[config.mk]
export PLATFORM = sky130hd
export DESIGN_NAME = modbus_tcp_adu_checker_core
export DESIGN_NICKNAME = d
export VERILOG_FILES = /design/src/rtl/core/mtac_pkg.sv /design/src/rtl/core/mtac_frame_eval.sv /design/src/rtl/core/modbus_tcp_adu_checker_core.sv
export SDC_FILE = /design/constraint.sdc
export NUM_CORES = 1
export LEC_CHECK = 0
export ABC_AREA = 1
export BUFFER_PORTS_ARGS = -buffer_cell sky130_fd_sc_hd__buf_2
export CAP_MARGIN = 20
export CORE_ASPECT_RATIO = 1.75
export CORE_MARGIN = 5
export CORE_UTILIZATION = 34
export DETAILED_ROUTE_END_ITERATION = 10
export PLACE_DENSITY = 0.56
export SLEW_MARGIN = 0
export SYNTH_ARGS = -nofsm -noshare
export SYNTH_HDL_FRONTEND = slang
export SYNTH_SLANG_ARGS = --single-unit
[constraint.sdc]
create_clock -name clk -period 7.8 [get_ports clk]
set_clock_uncertainty 0.15 [all_clocks]
set_input_delay 1.95 -clock clk [delete_from_list [all_inputs] [get_ports clk]]
set_output_delay 1.95 -clock clk [all_outputs]
set_load 0.02 [all_outputs]
[src/rtl/core/mtac_pkg.sv]
// Package: shared types and constants of the Modbus TCP ADU checker.
`timescale 1ns / 1ps
`default_nettype none

package mtac_pkg;

	// Frame status codes reported on the final byte
	typedef enum logic [1:0] {
		ST_OK       = 2'd0,
		ST_TRUNC    = 2'd1,
		ST_BADLEN   = 2'd2,
		ST_BADPROTO = 2'd3
	} status_t;

	// Header byte positions (big-endian MBAP header)
	localparam logic [8:0] POS_TID_HI   = 9'd0;
	localparam logic [8:0] POS_TID_LO   = 9'd1;
	localparam logic [8:0] POS_PROTO_HI = 9'd2;
	localparam logic [8:0] POS_PROTO_LO = 9'd3;
	localparam logic [8:0] POS_LEN_HI   = 9'd4;
	localparam logic [8:0] POS_LEN_LO   = 9'd5;
	localparam logic [8:0] POS_UNIT     = 9'd6;

	localparam logic [8:0]  HDR_BYTES  = 9'd7;
	localparam logic [8:0]  POS_SAT    = 9'd511;
	localparam logic [16:0] LEN_OFFSET = 17'd6;
	localparam logic [15:0] MIN_LENGTH = 16'd2;

	localparam int MAX_ADU_BYTES_DEF = 260;

	// One received frame byte
	typedef struct packed {
		logic [7:0] frame_byte;
		logic       frame_end;
	} in_t;

	// One result per received byte
	typedef struct packed {
		logic [7:0]  pdu_byte;
		logic        pdu_byte_valid;
		logic        frame_done;
		status_t     frame_status;
		logic [15:0] trans_id;
		logic [7:0]  unit_id;
		logic [8:0]  pdu_length;
	} out_t;

endpackage

`default_nettype wire

[src/rtl/core/mtac_frame_eval.sv]
// Frame tracker: byte position, header captures and per-byte result logic.
`timescale 1ns / 1ps
`default_nettype none

module mtac_frame_eval #(
	parameter int MAX_ADU_BYTES = mtac_pkg::MAX_ADU_BYTES_DEF
) (
	input  wire logic         clk,
	input  wire logic         arst_n,
	input  wire logic         adv,
	input  wire mtac_pkg::in_t  item,
	output mtac_pkg::out_t    res
);

	logic [8:0]  pos_q;
	logic [15:0] tid_q;
	logic [15:0] proto_q;
	logic [15:0] len_q;
	logic [7:0]  unit_q;

	logic [15:0] tid_n;
	logic [15:0] proto_n;
	logic [15:0] len_n;
	logic [7:0]  unit_n;
	logic [8:0]  count;
	logic [16:0] expected;
	logic        fwd;
	mtac_pkg::status_t status;

	// Merge this byte into the header field it belongs to
	always_comb begin
		tid_n   = tid_q;
		proto_n = proto_q;
		len_n   = len_q;
		unit_n  = unit_q;
		unique case (pos_q)
			mtac_pkg::POS_TID_HI:   tid_n[15:8]   = item.frame_byte;
			mtac_pkg::POS_TID_LO:   tid_n[7:0]    = item.frame_byte;
			mtac_pkg::POS_PROTO_HI: proto_n[15:8] = item.frame_byte;
			mtac_pkg::POS_PROTO_LO: proto_n[7:0]  = item.frame_byte;
			mtac_pkg::POS_LEN_HI:   len_n[15:8]   = item.frame_byte;
			mtac_pkg::POS_LEN_LO:   len_n[7:0]    = item.frame_byte;
			mtac_pkg::POS_UNIT:     unit_n        = item.frame_byte;
			default: ;
		endcase
	end

	// Forward by position; saturate the byte count
	assign expected = mtac_pkg::LEN_OFFSET + {1'b0, len_n};
	assign fwd = (pos_q >= mtac_pkg::HDR_BYTES) && (pos_q < mtac_pkg::POS_SAT) &&
		({8'd0, pos_q} < expected);
	assign count = (pos_q == mtac_pkg::POS_SAT) ? mtac_pkg::POS_SAT : pos_q + 9'd1;

	// Check the frame in order of precedence
	always_comb begin
		priority if (count < mtac_pkg::HDR_BYTES) begin
			status = mtac_pkg::ST_TRUNC;
		end else if (proto_n != 16'd0) begin
			status = mtac_pkg::ST_BADPROTO;
		end else if ((len_n < mtac_pkg::MIN_LENGTH) || (expected > 17'(MAX_ADU_BYTES))) begin
			status = mtac_pkg::ST_BADLEN;
		end else if ({8'd0, count} < expected) begin
			status = mtac_pkg::ST_TRUNC;
		end else if ({8'd0, count} > expected) begin
			status = mtac_pkg::ST_BADLEN;
		end else begin
			status = mtac_pkg::ST_OK;
		end
	end

	// Build the result; frame fields show only on the final byte
	always_comb begin
		res.pdu_byte       = fwd ? item.frame_byte : 8'd0;
		res.pdu_byte_valid = fwd;
		res.frame_done     = item.frame_end;
		res.frame_status   = mtac_pkg::ST_OK;
		res.trans_id       = 16'd0;
		res.unit_id        = 8'd0;
		res.pdu_length     = 9'd0;
		if (item.frame_end) begin
			res.frame_status   = status;
			res.trans_id       = tid_n;
			res.unit_id        = unit_n;
			if (status == mtac_pkg::ST_OK) begin
				res.pdu_length = 9'(len_n - 16'd1);
			end
		end
	end

	// Advance the frame state; clear it at each frame end
	always_ff @(posedge clk or negedge arst_n) begin
		if (!arst_n) begin
			pos_q   <= '0;
			tid_q   <= '0;
			proto_q <= '0;
			len_q   <= '0;
			unit_q  <= '0;
		end else if (adv) begin
			if (item.frame_end) begin
				pos_q   <= '0;
				tid_q   <= '0;
				proto_q <= '0;
				len_q   <= '0;
				unit_q  <= '0;
			end else begin
				pos_q   <= count;
				tid_q   <= tid_n;
				proto_q <= proto_n;
				len_q   <= len_n;
				unit_q  <= unit_n;
			end
		end
	end

endmodule

`default_nettype wire

[src/rtl/core/modbus_tcp_adu_checker_core.sv]
// Top level: Modbus TCP ADU checker with input and result registers.
`timescale 1ns / 1ps
`default_nettype none

// Takes one Modbus TCP frame byte per transfer and returns one result per byte.
// The 7-byte MBAP header is captured, bytes 7 through 5+length are forwarded as
// PDU bytes, and the byte marked frame_end carries the frame status, transaction
// id, unit id and PDU length. Sustained rate is one byte per clock while the
// receiver takes every result; a byte is held in the input register and its
// result in the result register, and a stall on result_ready holds both. The
// rate is set by the update of the byte position counter and header capture
// registers between the input register and the result register. Forwarded
// bytes are flagged valid by position alone, whatever their frame's status.
module modbus_tcp_adu_checker_core #(
	parameter int MAX_ADU_BYTES = mtac_pkg::MAX_ADU_BYTES_DEF
) (
	input  wire logic           clk,
	input  wire logic           arst_n,
	input  wire logic           byte_valid,
	output logic                byte_ready,
	input  wire mtac_pkg::in_t  byte_data,
	output logic                result_valid,
	input  wire logic           result_ready,
	output mtac_pkg::out_t      result_data
);

	logic            valid_s1;
	mtac_pkg::in_t   item_s1;
	logic            adv;
	mtac_pkg::out_t  res;
	logic            res_valid_q;
	mtac_pkg::out_t  res_q;

	// Move stage 1 forward when the result register is free or draining
	assign adv        = valid_s1 && (!res_valid_q || result_ready);
	assign byte_ready = !valid_s1 || adv;

	// Hold the accepted byte in the input register
	always_ff @(posedge clk or negedge arst_n) begin
		if (!arst_n) begin
			valid_s1 <= 1'b0;
		end else if (byte_ready) begin
			valid_s1 <= byte_valid;
		end
	end

	always_ff @(posedge clk) begin
		if (byte_valid && byte_ready) begin
			item_s1 <= byte_data;
		end
	end

	mtac_frame_eval #(
		.MAX_ADU_BYTES(MAX_ADU_BYTES)
	) u_eval (
		.clk   (clk),
		.arst_n(arst_n),
		.adv   (adv),
		.item  (item_s1),
		.res   (res)
	);

	// Load the result register; drop it once transferred
	always_ff @(posedge clk or negedge arst_n) begin
		if (!arst_n) begin
			res_valid_q <= 1'b0;
		end else if (adv) begin
			res_valid_q <= 1'b1;
		end else if (result_ready) begin
			res_valid_q <= 1'b0;
		end
	end

	always_ff @(posedge clk) begin
		if (adv) begin
			res_q <= res;
		end
	end

	assign result_valid = res_valid_q;
	assign result_data  = res_q;

endmodule

`default_nettype wire

Word level (Yosys, flattened, before mapping)
Index checks and enable logic that the tools add are counted.
Word-level totals
  logic and storage cells: 68
  output and inout port bits: 47
  bits in registers: 121
  input bits: 13
Cells by class
  add/subtract/negate cells: 3
  reductions and logical operators: 14
  equality and inequality tests: 7
  mux-type cells: 20
  order comparisons: 8
Operators by type and width (count)
  2-to-1 mux 8 bit: 8
  2-to-1 mux 16 bit: 3
  less-than comparator 9 x 17 -> 1 bit: 2
  equality test 9 x 3 -> 1 bit, second input constant: 3
  equality test 9 x 2 -> 1 bit, second input constant: 2
  2-to-1 mux 9 bit: 2
  adder 3 x 16 -> 17 bit, first input constant: 1
  greater-than comparator 17 x 9 -> 1 bit, second input constant: 1
  greater-than comparator 9 x 17 -> 1 bit: 1
  less-than comparator 16 x 2 -> 1 bit, second input constant: 1
  nonzero test 16 bit: 1
  2-to-1 mux 2 bit: 5
  adder 9 x 1 -> 9 bit, second input constant: 1
  equality test 9 x 1 -> 1 bit, second input constant: 1
  equality test 9 bit, second input constant: 1
  greater-or-equal comparator 9 x 3 -> 1 bit, second input constant: 1
  zero test 9 bit: 1
  less-than comparator 9 x 3 -> 1 bit, second input constant: 1
  less-than comparator 9 bit, second input constant: 1
  subtractor 9 x 1 -> 9 bit, second input constant: 1
  logical AND 1 bit: 4
  logical OR 1 bit: 3
  zero test 1 bit: 2
  zero test 2 bit: 1
  other kinds (3): 4

Depth between registers and ports, before layout
  word-level depth: 11
  mapped depth: 23

By module
A second synthesis with hierarchy kept.
Unflattened totals
  cell total of the unflattened synthesis: 769
  area, all modules: 6437.4 um^2
By module, submodules not included
  mtac_frame_eval: area each 4720.8 um^2, cells an instance 703, instances 1, seq. area each 1626.6 um^2
  modbus_tcp_adu_checker_core: area each 1716.6 um^2, cells an instance 66, instances 1, seq. area each 1671.6 um^2

Worst setup path before layout
OpenSTA, ideal clock, no wires.
  path kind: input port to output port
  from: input port result_ready
  to: output port byte_ready
  required time: 5.700 ns
  data arrival time: 2.223 ns
  setup slack: 3.477 ns
  stages on the path: 2
  cells stage by stage: inv_1 > nand3_1
On the way
  longest elaborated chain between the ends: 3
Ends and longest elaborated chain
  from (decl): RTL line modbus_tcp_adu_checker_core.sv:23  | input wire logic result_ready,
  logical OR 1 bit: RTL line modbus_tcp_adu_checker_core.sv:35  | assign adv = valid_s1 && (!res_valid_q || result_ready);
  logical AND 1 bit: RTL line modbus_tcp_adu_checker_core.sv:35
  logical OR 1 bit: RTL line modbus_tcp_adu_checker_core.sv:36  | assign byte_ready = !valid_s1 || adv;
  to (decl): RTL line modbus_tcp_adu_checker_core.sv:20  | output logic byte_ready,
No other way between the ends.

Worst setup path in the final report
Ends and elaborated chain as after synthesis.

==> results by group <==
Critical path
  – Slowest CP cell: buf_2
  – Critical Path End Type: primary output
  – CP most frequent cell: buf_2
  – Crit Path Max Fanout: 3
  – Setup Crit Path Kind: in -> out
  – Buffer and inverter count on the worst path: 3
  – CP Cell Sequence: buf_2 > inv_1 > nand3_1 > buf_2
  – Worst R2R Path Depth: 19
  – Crit-path leading delay family: buffers and inverters
  – Req. time, crit path: approximately 5.7 ns
  – Worst r2r src: u_eval.pos_q[4]$_DFFE_PN0P_
  – CP Launch Type: primary input
  – Critical Path Max Stage Delay: ~0.18 ns
  – Critical Path AT: between 2 and 2.5 ns
  – Reg2reg end: result_data[2]$_SDFFCE_PN0P_
  – Setup slack, reg-to-reg: approximately 4.2 ns

Min path
  – Hold Crit Start: valid_s1$_DFFE_PN0N_
  – Hold depth: 2
  – Hold path endpoint: result_valid$_DFFE_PN0P_
  – HP Class: reg -> reg

STA
  – Min cycle time layout: 4.57 ns
  – Max_slew headroom: between 30% and 40%
  – Worst slew pin tran: 0.907 ns
  – Fmax: around 0.22 GHz
  – Total Neg Setup Slack: 0 ns
  – Final setup viols: 0
  – Final Max Tran Viols: 0
  – Final Hold Viols: 0
  – Tcrit/Tclk final: about three fifths
  – RSZ-0062 raised after global routing: false
  – Final worst-path setup slack: 3.23 ns

Power and ir drop
  – PwrDens: between 300 and 400 nW/um^2
  – Maximum vdd drop: approximately 150 uV
  – Lkg Pwr: between 3 and 4 nW
  – Final total power: between 2 and 2.5 mW

Floorplan
  – Row count: between 60 and 70
  – DIE AREA: 22000 sq um
  – Io pins: 60
  – Chip height: between 150 and 200 um
  – Die extent in x: around 110 um
  – Core footprint: between 15000 and 20000 sq um
  – Initial core utilization: between 30% and 40%

Flow run
  – Max_cap viols: 0

Route
  – Routed len/inst: approximately 15 um
  – Via count: roughly 4800
  – Drt pass-1 iters: 4
  – DRC viols: 0
  – Vias per inst: approximately 4.8
  – Total Wirelength: around 15000 um
  – Post-DRT Antenna Nets: 0
  – Drt first-iter violations: roughly 200

Yosys
  – Cell area after synthesis: 6480 sq um
  – Main synth FF type: dfrtp_1
  – Syn. warnings: 0
  – Syn Inst Count: about 700
  – Avg Cell Area, Syn: about 9.4 sq um
  – Syn nets: just over 700
  – Synth Area in Simple Gates: 23.0%
  – Adder-cell share of the synthesized area: approximately 3.9%
  – #FFs+latches synth: between 100 and 150
  – Post-Synth XOR/XNOR Area: between 1 and 1.5%
  – Async SR Flop Fraction: a little under three fifths
  – Post-synth cell types: 44
  – Sequential cell area fraction in the yosys report: 50.9%
  – Number of synthesized flops with an enable pin: 54
  – Mux cell area share after synthesis: 0%
  – Compound-Gate Fraction of Synth Area: about an eighth
  – Largest family of logic cells by synthesized area: simple AND/OR/NAND/NOR gates

Final layout
  – Fill count: slightly below 2000
  – Post-route cell area: 7610 sq um
  – Synth-to-Final Area Change: 17.4%
  – # nets final: between 700 and 800
  – Most frequent cells in the layout: 114 x nand2_1, 110 x inv_1, 67 x dfrtp_1, 63 x o22ai_1, 59 x buf_2
  – Ant diodes: 0
  – Most common cell after layout, fill and taps aside: nand2_1
  – Layout cells sized above 1: a little under a quarter

Run status
  – Run status: finished clean

CTS
  – # resized after CTS: 0
  – # hold bufs at CTS: 0
  – H-tree depth: 4
  – Num CTS Buffers: 17
  – Post-CTS Setup Repair Bufs: 0
  – Clock Path Buffers: 2
  – Clk Latency, worst-skew pair: around 0.42 ns
  – CTS Sinks: 121
  – Root buffer cell: clkbuf_16
  – TritonCTS clock tree: done
  – Clk slew on worst S/H paths: around 0.06 ns

Global routing
  – Largest net degree at the start of global routing: a little under 70
  – Antenna violations before repair: 0
  – Vias in the first global route: 4826
  – Gr ovfl total: 0
  – Total GRT Usage: 14.7%
  – First-pass GRT wire length: ~25000 um

Placement
  – Port Buf Inserts: 59
  – Placed inst area: around 7000 sq um
  – Setup WS pre-CTS: 3.23 ns
  – Gpl congestion: roughly 0.81
  – DP HPWL: roughly 11000 um
per-stage QoR:
step | instances | utilization, % | hold slack (ns)
floorplan | 689 | - | 0.297
global placement | 969 | 37.6 | 0.349
detailed placement | 969 | 37.6 | 0.357
CTS | 1001 | 40.8 | 0.370
global route | 1001 | 40.8 | 0.401
finish | 1001 | 40.8 | 0.363
worst reg2reg max path: stages (launching register included):
cell     delay, ns
dfrtp_1       0.45
inv_2         0.12
nand2_2       0.07
nor2_4        0.42
nand2_4       0.11
nor2_4        0.15
nand2_4       0.13
nand2_1       0.09
nand2_1       0.22
nor2_4        0.20
inv_1         0.05
and2_4        0.14
inv_1         0.10
ha_1          0.25
a21oi_1       0.18
inv_1         0.06
a21oi_1       0.12
nand2_1       0.13
nand3_4       0.17
nor3_2        0.07
sequential cells by signal, summed over array words and instances, names as in the netlist:
register	cells
u_eval.tid_q	16
u_eval.pos_q	9
u_eval.len_q	16
valid_s1	1
item_s1	9
u_eval.unit_q	8
result_valid	1
u_eval.proto_q	16
result_data	45
kinds of logic after synthesis:
kind of cell,count (synthesis)
xor+xnor,11
fa+ha+maj,20
simple gates,263
flops,121
compound gates,131
buf+inv,143
synth_stat cells, types with 2 or more instances:
library cell    n  area share, %
nor3_2          9            1.4
nor2_4          5           0.87
o21ai_1        10           0.77
o22ai_1        63            6.1
xor2_1          8            1.1
nand2_2        15            1.4
nand4_1         7           0.68
edfxtp_1       54             25
xnor2_1         3           0.41
buf_6           2           0.35
nor2_1         49            2.8
nor3_1          3           0.23
ha_1           20            3.9
nand3_1        24            1.9
o21ai_2         5           0.68
nand4_2         2           0.39
nand2_1       115            6.7
inv_1         110            6.4
o21ai_0        39            3.0
a21oi_1        10           0.77
clkbuf_1       18            1.0
nand3b_1        2           0.23
nand3_2         3           0.46
inv_4           2           0.19
nor2_2          2           0.19
nand2_8         2           0.62
dfrtp_1        67             26
nor2_8          3           0.93
nand4_4         3           0.98
nand2_4        13            2.3
inv_2           8           0.46
power by group:
part / total, mW / internal (mW) / switching, mW / leakage, nW
clock: 0.792 / 0.509 / 0.284 / 0.284
combinational: 0.803 / 0.263 / 0.540 / 1.93
sequential: 0.827 / 0.786 / 0.0411 / 1.44
how the worst max path moves through the flow:
stage | startpoint | end | cells past startpoint
floorplan | result_ready | byte_ready | 2
global placement | result_ready | byte_ready | 4
detailed placement | result_ready | byte_ready | 4
CTS | result_ready | byte_ready | 4
global route | result_ready | byte_ready | 4
finish | result_ready | byte_ready | 4
per-layer routing:
layer  track usage [%]  part of all wire [%]  vias up
li1                  -                     -     2423
met1              15.6                    39     2241
met2              26.4                    53       89
met3              2.35                   2.7       39
met4              10.0                   5.2        0
met5                 0                     0        -
final cells by class:
cell class / count / area, sq um / area share (%)
Tap cell: 238 / 298 / 3.91
Inverter: 120 / 455 / 5.99
Multi-Input combinational cell: 425 / 2620 / 34.4
Clock buffer: 20 / 447 / 5.87
Clock inverter: 12 / 149 / 1.96
Timing Repair Buffer: 65 / 340 / 4.47
Sequential cell: 121 / 3300 / 43.4
Note: power is estimated with default switching activity, not from simulation.
